### src/hw/rtl/sha256_byte_stream_hasher_defines.svh
// ---------------------------------------------------------------------------
// SHA-256 byte stream hasher: assertion macros
// Shared property forms for the hasher's concurrent checks.
// ---------------------------------------------------------------------------
`ifndef SHA256_BYTE_STREAM_HASHER_DEFINES_SVH
`define SHA256_BYTE_STREAM_HASHER_DEFINES_SVH

// same-cycle implication, sampled on clk, off during reset
`define SHABS_ASSERT_IMP(label, ante, cons) \
  label: assert property (@(posedge clk) disable iff (!rst_n) (ante) |-> (cons)) \
    else $error("hasher check failed");

// next-cycle implication, sampled on clk, off during reset
`define SHABS_ASSERT_NXT(label, ante, cons) \
  label: assert property (@(posedge clk) disable iff (!rst_n) (ante) |=> (cons)) \
    else $error("hasher check failed");

`endif

### src/hw/rtl/shabs_pkg.sv
// ---------------------------------------------------------------------------
// SHA-256 byte stream hasher package
// Word types, round constants, initial hash and sequencer states.
// ---------------------------------------------------------------------------
package shabs_pkg;

  typedef logic [31:0] word_t;
  // eight working or hash words, element 0 is a / H0
  typedef logic [7:0][31:0] hvec_t;

  typedef enum logic [2:0] {
    S_IDLE,
    S_PAD,
    S_ROUND,
    S_UPDATE,
    S_EMIT
  } state_t;

  // input beat commands on in_tuser[0]
  localparam logic CMD_ABSORB = 1'b0;
  localparam logic CMD_FINISH = 1'b1;

  localparam hvec_t H_INIT = {
    32'h5be0cd19, 32'h1f83d9ab, 32'h9b05688c, 32'h510e527f,
    32'ha54ff53a, 32'h3c6ef372, 32'hbb67ae85, 32'h6a09e667
  };

  localparam word_t K_TAB [64] = '{
    32'h428a2f98, 32'h71374491, 32'hb5c0fbcf, 32'he9b5dba5,
    32'h3956c25b, 32'h59f111f1, 32'h923f82a4, 32'hab1c5ed5,
    32'hd807aa98, 32'h12835b01, 32'h243185be, 32'h550c7dc3,
    32'h72be5d74, 32'h80deb1fe, 32'h9bdc06a7, 32'hc19bf174,
    32'he49b69c1, 32'hefbe4786, 32'h0fc19dc6, 32'h240ca1cc,
    32'h2de92c6f, 32'h4a7484aa, 32'h5cb0a9dc, 32'h76f988da,
    32'h983e5152, 32'ha831c66d, 32'hb00327c8, 32'hbf597fc7,
    32'hc6e00bf3, 32'hd5a79147, 32'h06ca6351, 32'h14292967,
    32'h27b70a85, 32'h2e1b2138, 32'h4d2c6dfc, 32'h53380d13,
    32'h650a7354, 32'h766a0abb, 32'h81c2c92e, 32'h92722c85,
    32'ha2bfe8a1, 32'ha81a664b, 32'hc24b8b70, 32'hc76c51a3,
    32'hd192e819, 32'hd6990624, 32'hf40e3585, 32'h106aa070,
    32'h19a4c116, 32'h1e376c08, 32'h2748774c, 32'h34b0bcb5,
    32'h391c0cb3, 32'h4ed8aa4a, 32'h5b9cca4f, 32'h682e6ff3,
    32'h748f82ee, 32'h78a5636f, 32'h84c87814, 32'h8cc70208,
    32'h90befffa, 32'ha4506ceb, 32'hbef9a3f7, 32'hc67178f2
  };

  localparam logic [7:0] PAD_MARK = 8'h80;

endpackage

### src/hw/rtl/shabs_round.sv
// ---------------------------------------------------------------------------
// SHA-256 round unit
// One compression round plus one message schedule word, used once a cycle.
// ---------------------------------------------------------------------------
module shabs_round
  import shabs_pkg::*;
(
  input  hvec_t v_i,     // working words a..h
  input  word_t w_t,     // W[t]
  input  word_t w_t1,    // W[t+1]
  input  word_t w_t9,    // W[t+9]
  input  word_t w_t14,   // W[t+14]
  input  word_t k_i,     // K[t]
  output hvec_t v_o,     // working words after the round
  output word_t w_o      // W[t+16]
);

  function automatic word_t rotr(input word_t x, input int unsigned n);
    rotr = (x >> n) | (x << (32 - n));
  endfunction

  word_t a, e, t1, t2, sum1, sum0, ch, maj, sig0, sig1;

  // round datapath
  always_comb begin
    a    = v_i[0];
    e    = v_i[4];
    sum1 = rotr(e, 6) ^ rotr(e, 11) ^ rotr(e, 25);
    sum0 = rotr(a, 2) ^ rotr(a, 13) ^ rotr(a, 22);
    ch   = (e & v_i[5]) ^ (~e & v_i[6]);
    maj  = (a & v_i[1]) ^ (a & v_i[2]) ^ (v_i[1] & v_i[2]);
    t1   = v_i[7] + sum1 + ch + k_i + w_t;
    t2   = sum0 + maj;
    v_o    = {v_i[6:4], v_i[3] + t1, v_i[2:0], t1 + t2};
  end

  // schedule expansion
  always_comb begin
    sig0 = rotr(w_t1, 7) ^ rotr(w_t1, 18) ^ (w_t1 >> 3);
    sig1 = rotr(w_t14, 17) ^ rotr(w_t14, 19) ^ (w_t14 >> 10);
    w_o  = w_t + sig0 + w_t9 + sig1;
  end

endmodule

### src/hw/rtl/sha256_byte_stream_hasher.sv
// ---------------------------------------------------------------------------
// SHA-256 byte stream hasher
// Absorbs message bytes, pads on finish and streams out the 256-bit digest.
// ---------------------------------------------------------------------------
// Usage:
//   Input beats carry one message byte in in_tdata[7:0] with in_tuser[0] = 0
//   (absorb), or in_tuser[0] = 1 (finish, data ignored).
//   After finish the digest leaves as eight 32-bit beats on out_tdata, H0
//   first, with the word position on out_tuser and out_tlast on the eighth.
// Sequencing:
//   An absorb beat is taken while idle; the beat that fills a 64-byte block
//   then runs the compression rounds on the single shared round unit and
//   then the hash update. A finish writes padding bytes from the held count
//   to the end of the block, then runs rounds and update, and padding, rounds
//   and update once more for a length block when more than 55 bytes were
//   held, then the eight output beats. in_tready is low whenever a block or
//   the digest is in progress.
// Reset:
//   rst_n low loads the initial hash, clears the byte count and bit count.
// Stall:
//   Each digest beat holds until out_tready; nothing else advances. After
//   the last beat the hasher is re-initialized for the next message.
// ---------------------------------------------------------------------------
`include "sha256_byte_stream_hasher_defines.svh"

module sha256_byte_stream_hasher
  import shabs_pkg::*;
(
  input  logic        clk,
  input  logic        rst_n,
  input  logic        in_tvalid,
  output logic        in_tready,
  input  logic [7:0]  in_tdata,   // [7:0] data_byte
  input  logic [0:0]  in_tuser,   // [0] command
  output logic        out_tvalid,
  input  logic        out_tready,
  output logic [31:0] out_tdata,  // [31:0] digest_word
  output logic [2:0]  out_tuser,  // [2:0] word_index
  output logic        out_tlast
);

  state_t            state_r, state_nxt;
  hvec_t             h_r, h_nxt;
  hvec_t             v_r, v_nxt;
  logic [15:0][31:0] w_r, w_nxt;
  logic [5:0]        fill_r, fill_nxt;
  logic [63:0]       bits_r, bits_nxt;
  logic [5:0]        pos_r, pos_nxt;
  logic [5:0]        rnd_r, rnd_nxt;
  logic [2:0]        idx_r, idx_nxt;
  logic              fin_r, fin_nxt;
  logic              len_r, len_nxt;
  logic              first_r, first_nxt;

  hvec_t             v_rnd;
  word_t             w_new;
  logic              in_acc, out_acc;
  logic [7:0]        len_byte, pad_byte;

  shabs_round u_round (
    .v_i   (v_r),
    .w_t   (w_r[0]),
    .w_t1  (w_r[1]),
    .w_t9  (w_r[9]),
    .w_t14 (w_r[14]),
    .k_i   (K_TAB[rnd_r]),
    .v_o   (v_rnd),
    .w_o   (w_new)
  );

  assign in_tready  = (state_r == S_IDLE);
  assign out_tvalid = (state_r == S_EMIT);
  assign out_tdata  = h_r[0];
  assign out_tuser  = idx_r;
  assign out_tlast  = (idx_r == 3'd7);
  assign in_acc     = in_tvalid && in_tready;
  assign out_acc    = out_tvalid && out_tready;

  // padding byte: marker, big-endian length, or zero
  always_comb begin
    len_byte = bits_r[{~pos_r[2:0], 3'b000} +: 8];
    if (first_r) begin
      pad_byte = PAD_MARK;
    end else if (len_r && pos_r >= 6'd56) begin
      pad_byte = len_byte;
    end else begin
      pad_byte = 8'h00;
    end
  end

  // sequencer and datapath next state
  always_comb begin
    state_nxt = state_r;
    h_nxt     = h_r;
    v_nxt     = v_r;
    w_nxt     = w_r;
    fill_nxt  = fill_r;
    bits_nxt  = bits_r;
    pos_nxt   = pos_r;
    rnd_nxt   = rnd_r;
    idx_nxt   = idx_r;
    fin_nxt   = fin_r;
    len_nxt   = len_r;
    first_nxt = first_r;
    unique case (state_r)
      S_IDLE: begin
        if (in_acc) begin
          if (in_tuser[0] == CMD_ABSORB) begin
            w_nxt[fill_r[5:2]][{~fill_r[1:0], 3'b000} +: 8] = in_tdata;
            fill_nxt = fill_r + 6'd1;
            if (fill_r == 6'd63) begin
              bits_nxt  = bits_r + 64'd512;
              v_nxt     = h_r;
              rnd_nxt   = 6'd0;
              state_nxt = S_ROUND;
            end
          end else begin
            bits_nxt  = bits_r + {55'd0, fill_r, 3'b000};
            pos_nxt   = fill_r;
            first_nxt = 1'b1;
            fin_nxt   = 1'b1;
            len_nxt   = (fill_r <= 6'd55);
            fill_nxt  = 6'd0;
            state_nxt = S_PAD;
          end
        end
      end
      S_PAD: begin
        w_nxt[pos_r[5:2]][{~pos_r[1:0], 3'b000} +: 8] = pad_byte;
        first_nxt = 1'b0;
        pos_nxt   = pos_r + 6'd1;
        if (pos_r == 6'd63) begin
          v_nxt     = h_r;
          rnd_nxt   = 6'd0;
          state_nxt = S_ROUND;
        end
      end
      S_ROUND: begin
        v_nxt   = v_rnd;
        w_nxt   = {w_new, w_r[15:1]};
        rnd_nxt = rnd_r + 6'd1;
        if (rnd_r == 6'd63) begin
          state_nxt = S_UPDATE;
        end
      end
      S_UPDATE: begin
        for (int i = 0; i < 8; i++) begin
          h_nxt[i] = h_r[i] + v_r[i];
        end
        if (!fin_r) begin
          state_nxt = S_IDLE;
        end else if (!len_r) begin
          // extra block carries the length
          len_nxt   = 1'b1;
          pos_nxt   = 6'd0;
          state_nxt = S_PAD;
        end else begin
          idx_nxt   = 3'd0;
          state_nxt = S_EMIT;
        end
      end
      S_EMIT: begin
        if (out_acc) begin
          h_nxt   = {h_r[0], h_r[7:1]};
          idx_nxt = idx_r + 3'd1;
          if (idx_r == 3'd7) begin
            h_nxt     = H_INIT;
            bits_nxt  = 64'd0;
            fin_nxt   = 1'b0;
            state_nxt = S_IDLE;
          end
        end
      end
      default: begin
        state_nxt = S_IDLE;
      end
    endcase
  end

  // control and hash state
  always_ff @(posedge clk) begin
    if (!rst_n) begin
      state_r <= S_IDLE;
      h_r     <= H_INIT;
      fill_r  <= 6'd0;
      bits_r  <= 64'd0;
      pos_r   <= 6'd0;
      rnd_r   <= 6'd0;
      idx_r   <= 3'd0;
      fin_r   <= 1'b0;
      len_r   <= 1'b0;
      first_r <= 1'b0;
    end else begin
      state_r <= state_nxt;
      h_r     <= h_nxt;
      fill_r  <= fill_nxt;
      bits_r  <= bits_nxt;
      pos_r   <= pos_nxt;
      rnd_r   <= rnd_nxt;
      idx_r   <= idx_nxt;
      fin_r   <= fin_nxt;
      len_r   <= len_nxt;
      first_r <= first_nxt;
    end
  end

  // block window and working words
  always_ff @(posedge clk) begin
    w_r <= w_nxt;
    v_r <= v_nxt;
  end

  // checks
  `SHABS_ASSERT_IMP(a_no_overlap, out_tvalid, !in_tready)
  `SHABS_ASSERT_IMP(a_last_pos, out_tvalid && out_tlast, out_tuser == 3'd7)
  `SHABS_ASSERT_NXT(a_finish_pads, in_acc && in_tuser[0] == CMD_FINISH, state_r == S_PAD)
  `SHABS_ASSERT_NXT(a_round_end, state_r == S_ROUND && rnd_r == 6'd63, state_r == S_UPDATE)
  `SHABS_ASSERT_NXT(a_reinit, out_tvalid && out_tready && out_tlast,
                    in_tready && fill_r == 6'd0 && bits_r == 64'd0)

endmodule

### config.mk
export PLATFORM = sky130hd
export DESIGN_NAME = sha256_byte_stream_hasher
export DESIGN_NICKNAME = d
export VERILOG_FILES = /design/src/hw/rtl/shabs_pkg.sv /design/src/hw/rtl/shabs_round.sv /design/src/hw/rtl/sha256_byte_stream_hasher.sv
export VERILOG_INCLUDE_DIRS = /design/src /design/src/hw/rtl
export SDC_FILE = /design/constraint.sdc
export NUM_CORES = 2
export LEC_CHECK = 0
export BUFFER_PORTS_ARGS = -buffer_cell sky130_fd_sc_hd__buf_4
export CAP_MARGIN = 20
export CORE_ASPECT_RATIO = 0.8
export CORE_MARGIN = 2
export CORE_UTILIZATION = 28
export DETAILED_ROUTE_END_ITERATION = 8
export GPL_TIMING_DRIVEN = 1
export HOLD_SLACK_MARGIN = 0.12
export MAX_ROUTING_LAYER = met4
export PLACE_DENSITY = 0.43
export SETUP_SLACK_MARGIN = 0.3
export SYNTH_ARGS = -nofsm -noshare
export SYNTH_HDL_FRONTEND = slang
export SYNTH_SLANG_ARGS = --single-unit
export TNS_END_PERCENT = 50
### constraint.sdc
create_clock -name clk -period 20.6 [get_ports clk]
set_clock_uncertainty 0.1 [all_clocks]
set_input_delay 1.03 -clock clk [delete_from_list [all_inputs] [get_ports clk]]
set_output_delay 1.03 -clock clk [all_outputs]
set_load 0.1 [all_outputs]
# Word level (Yosys, flattened, before mapping)
# Memories as Yosys holds them, arrays and structs flattened.
# Index checks and enable logic that the tools add are counted.
# word_totals
memories	1
ff_bits	1115
rom_bits	2048
elab_cells	216
inputBits	13
out_inout_bits	38
# classes
n_reduce_logical	23
muxes	62
bitwise_logic	31
addsub	26
n_eq_ne	20
n_lt_le_gt_ge	7
n_shift	5
# memory_table
memory	depth	width	read_ports	rd_clocked_by_memory_dff	wr	line	source
(name not given)	64	32	1	0	0	sha256_byte_stream_hasher.sv:66	.k_i (K_TAB[rnd_r]),
# ops
cell	count
two-way mux 256 bit	6
one-hot mux 512 bit (3 select lines)	1
bitwise mux 512 bit	2
two-way mux 512 bit	2
one-hot mux 256 bit (3 select lines)	1
adder 32 bit	18
one-hot mux 256 bit (2 select lines)	1
two-way mux 64 bit	5
bitwise XOR 32 bit	9
demux 32 bit (select 4 bit)	2
AND 32 bit	5
two-way mux 32 bit	4
one-hot mux 64 bit (2 select lines)	1
adder 64 x 10 -> 64 bit, second input constant	1
adder 64 x 9 -> 64 bit	1
variable shift 8 x 7 -> 32 bit, first input constant	2
variable part select 64 x 7 -> 8 bit	1
variable part select 8 x 7 -> 32 bit	2
two-way mux 6 bit	9
two-way mux 3 bit	12
one-hot mux 6 bit (3 select lines)	2
NOT 32 bit	1
OR 10 x 32 -> 32 bit	1
OR 13 x 32 -> 32 bit	1
42 further kinds	84

# Depth between registers and ports, before layout
# logic_depth
ltp_word	9
ltp_mapped	36
depth_no_buf	34

# By module
# From an unflattened synthesis, not the netlist that was laid out.
# unflattened
hier_cells	9530
area_unflattened_um2	82793.2
# modules_own_cells
module	cells_per_inst	instances	area_each_um2
sha256_byte_stream_hasher	7660	1	67592.3
shabs_round	1870	1	15200.8

# Worst setup path after synthesis
# No wires, ideal clock.
# synth_path
path_type	register -> register
from	reg rnd_r[2]
to	reg v_r[30] (netlist bit), data pin
path_slack_ps	12811
synth_period_minus_slack_ps	7789
path_stages_with_launch	32
t_arrival_ps	7427
required_time_ps	20238
path_buffers	3
path_cell_list	dfxtp_1 -> clkbuf_1 -> clkinv_1 -> clkbuf_1 -> clkbuf_1 -> ha_1 -> nand2_1 -> o31a_1 -> mux4_2 -> fa_1 -> ha_1 -> or4_1 -> o21ai_0 -> a211oi_1 -> o211ai_1 -> a21oi_1 -> o21a_1 -> o21ai_0 -> a21boi_0 -> or2_2 -> fa_1 -> inv_1 -> ha_1 -> a21o_1 -> a21oi_1 -> a21oi_1 -> a211o_1 -> a32oi_2 -> o211ai_2 -> a2111oi_4 -> or3_1 -> nand3_1
# synth_lines
item	line	source
from (decl)	sha256_byte_stream_hasher.sv:49	logic [5:0] rnd_r, rnd_nxt;
from (signal assigned)	sha256_byte_stream_hasher.sv:199	rnd_r <= rnd_nxt;
to (signal assigned)	sha256_byte_stream_hasher.sv:210	v_r <= v_nxt;
to (decl)	sha256_byte_stream_hasher.sv:44	hvec_t v_r, v_nxt;

==> results.toml <==
[logic_synthesis]
ys_top_cells_by_area = "edfxtp_1 28%, dfxtp_1 8.4%, ha_1 6.4%, nand2_1 6.1%, fa_1 4.8%"
syn_avg_cell_area_um2 = 8.84
synth_nets = 9852
syn_inst = 9228
synth_warnings = 0
yosysSeqAreaShare_pct = 36.7
synth_commonest_cells = "1330 x nand2_1, 768 x edfxtp_1, 724 x o21ai_0"
synth_top_area_share_pct = 28.3
synth.distinct_cells = 99
syn_area_mm2 = 0.0816
ys_seq_elements = 1112
ys.flop_type = "edfxtp_1"
synth.largest_area_cell = "edfxtp_1"
synth_edf_count = 768
synthMostInstantiatedCell = "nand2_1"
async_flop_share_pct = 0

[global_route]
grt_max_degree = 167
grt_pass1_vias = 68643
grt_pass1_wl_mm = 507
track_usage_pct = 23.7
grt_overflow = 0
grt_antenna_before_repair = 14

[floorplan]
ios = 51
initial_core_util_pct = 28.1
fp.coreArea_mm2 = 0.290
die_h_um = 487
num_rows = 177
dieWidth_um = 607
fp.dieArea_mm2 = 0.296

[worst_setup_path]
cpMostUsedCell = "a21oi_1"
crit_path_end_kind = "flop"
crit_slowest_cell = "ha_1"
critPathLaunchType = "flop"
critPathLaunch = "rnd_r[0]"
crit_required_ns = 21.07
slowest_delay_ns = 0.77
worstPathArrival_ns = 10.37
worstSetupPathType = "flop to flop"
critPathMaxFanout = 33
rrSetupSlack_ns = 10.70
r2r-start = "rnd_r[0]"

[clock_tree]
ctsHoldBuffers = 0
clk_path_buf_depth = 4
cts_made_buffers = 154
htree_levels = 4
clock_latency_ns = 0.88
cts_resized = 0
postCtsSetupBuffers = 0
cts-root-buf = "clkbuf_16"
clk_pin_slew_worst_paths_ns = 0.06
cts_sinks = 1112
cts_tree = "done"

[job]
drv_cap = 0

[timing]
hold_viol_final = 0
min_period_over_period_pct = 48.1
rsz0062_at_grt = "no"
fin_crit_ns = 9.90
maxSlewHeadroom_pct = 20.7
setup_tns_ns = 0
worstMarginPinSlew_ns = 1.19
maxSlewViolCount = 0
fmax_mhz = 101
setup_viol = 0

[drt]
drt-wirelength-per-cell_um = 27.4
drc_errors = 0
drtPass1Iterations = 6
drt-initial-drc-count = 8350
vias_per_cell = 5.70
vias = 73582
ant_nets = 0
wl_mm = 354

[worst_hold_path]
worstHoldStart = "out_tuser[1]"
hp-class = "flop to flop"

[placed_design]
hpwl_mm = 253
dpl_cell_area_mm2 = 0.0857
portBuffers = 50
gp_congestion = 0.955

[final_layout]
fill_cells = 30317
final_nets = 9566
syn2layout_area_growth_pct = 11.1
final_layout_size_suffix_gt1_share_pct = 6.02
final_area_mm2 = 0.0906

[outcome]
outcome = "completed"
## final timing paths
path | endpoint | cells after the start
max | v_r[159] | 31
min | out_tuser[1] | 2
max reg2reg | v_r[159] | 31
min reg2reg | out_tuser[1] | 2
## kinds of logic after synthesis
logic type,count (synthesis),synth area share (%)
fa+ha+maj,633,11.4
compound gates,2789,22.7
simple gates,2863,15.5
mux,150,2.15
xor+xnor,580,6.24
buf+inv,1101,5.22
flops,1112,36.7
## per-stage QoR
step                      hold WS [ns]  std cells  util [%]  worst slack, ns
after floorplan                  0.362       9228         -            12.81
after global placement           0.368      12624      29.5            11.08
after detailed placement         0.369      12630      29.5            11.17
after CTS                        0.377      12902      31.2            11.15
after global routing             0.432      12915      31.2            10.40
final                            0.372      12916      31.2            10.70
## cell usage in the layout (no fill, tap or decap), types with 157 or more instances in the layout
cell type	n
buf_4	190
nor3_1	241
nand2_1	1327
fa_1	196
a22oi_1	275
nand3_1	213
dfxtp_1	340
xor2_1	203
xnor2_1	376
a21oi_1	593
clkbuf_16	157
nor2_1	594
edfxtp_1	768
ha_1	412
inv_1	446
o221ai_1	173
o21ai_0	717
a21o_1	176
## critical path: cells and delay by family, from the launching register on
kind                       cells  cell delay, ns
DFF                            1            0.30
adders and majority gates      4            2.13
muxes                          2            0.54
and+or+nand+nor                4            0.86
buffers and inverters          4            0.98
AOI/OAI and AO/OA             17            4.69
## state kept, by name, summed over array words and instances (netlist names)
signal	count
pos_r	6
v_r	256
out_tuser	3
len_r	1
first_r	1
state_r	3
fill_r	6
out_tdata	32
w_r	512
h_r	224
rnd_r	6
fin_r	1
bits_r	61
## layer usage
| layer | wire length (um) | up-vias | part of all wire, % | global-route usage [%] |
|---|---|---|---|---|
| li1 | - | 33154 | - | - |
| met3 | 29500 | 397 | 8.3 | 4.18 |
| met4 | 7610 | 0 | 2.1 | 5.11 |
| met1 | 171000 | 36900 | 48 | 35.1 |
| met5 | 0 | - | 0 | - |
| met2 | 146000 | 3131 | 41 | 33.1 |
## area by class of cell
class / count / area, um2 / area share [%]
Tap cell: 3848 / 4810 / 5.31
Antenna cell: 10 / 25.0 / 0.0276
Timing Repair Buffer: 205 / 1660 / 1.83
Clock inverter: 60 / 577 / 0.636
Sequential cell: 1112 / 30000 / 33.1
Multi-Input combinational cell: 7015 / 47600 / 52.5
Clock buffer: 212 / 4300 / 4.74
Inverter: 454 / 1720 / 1.90
Power is not shown: default switching activity piles up to over one toggle a cycle in this logic, so the estimate is an artifact.
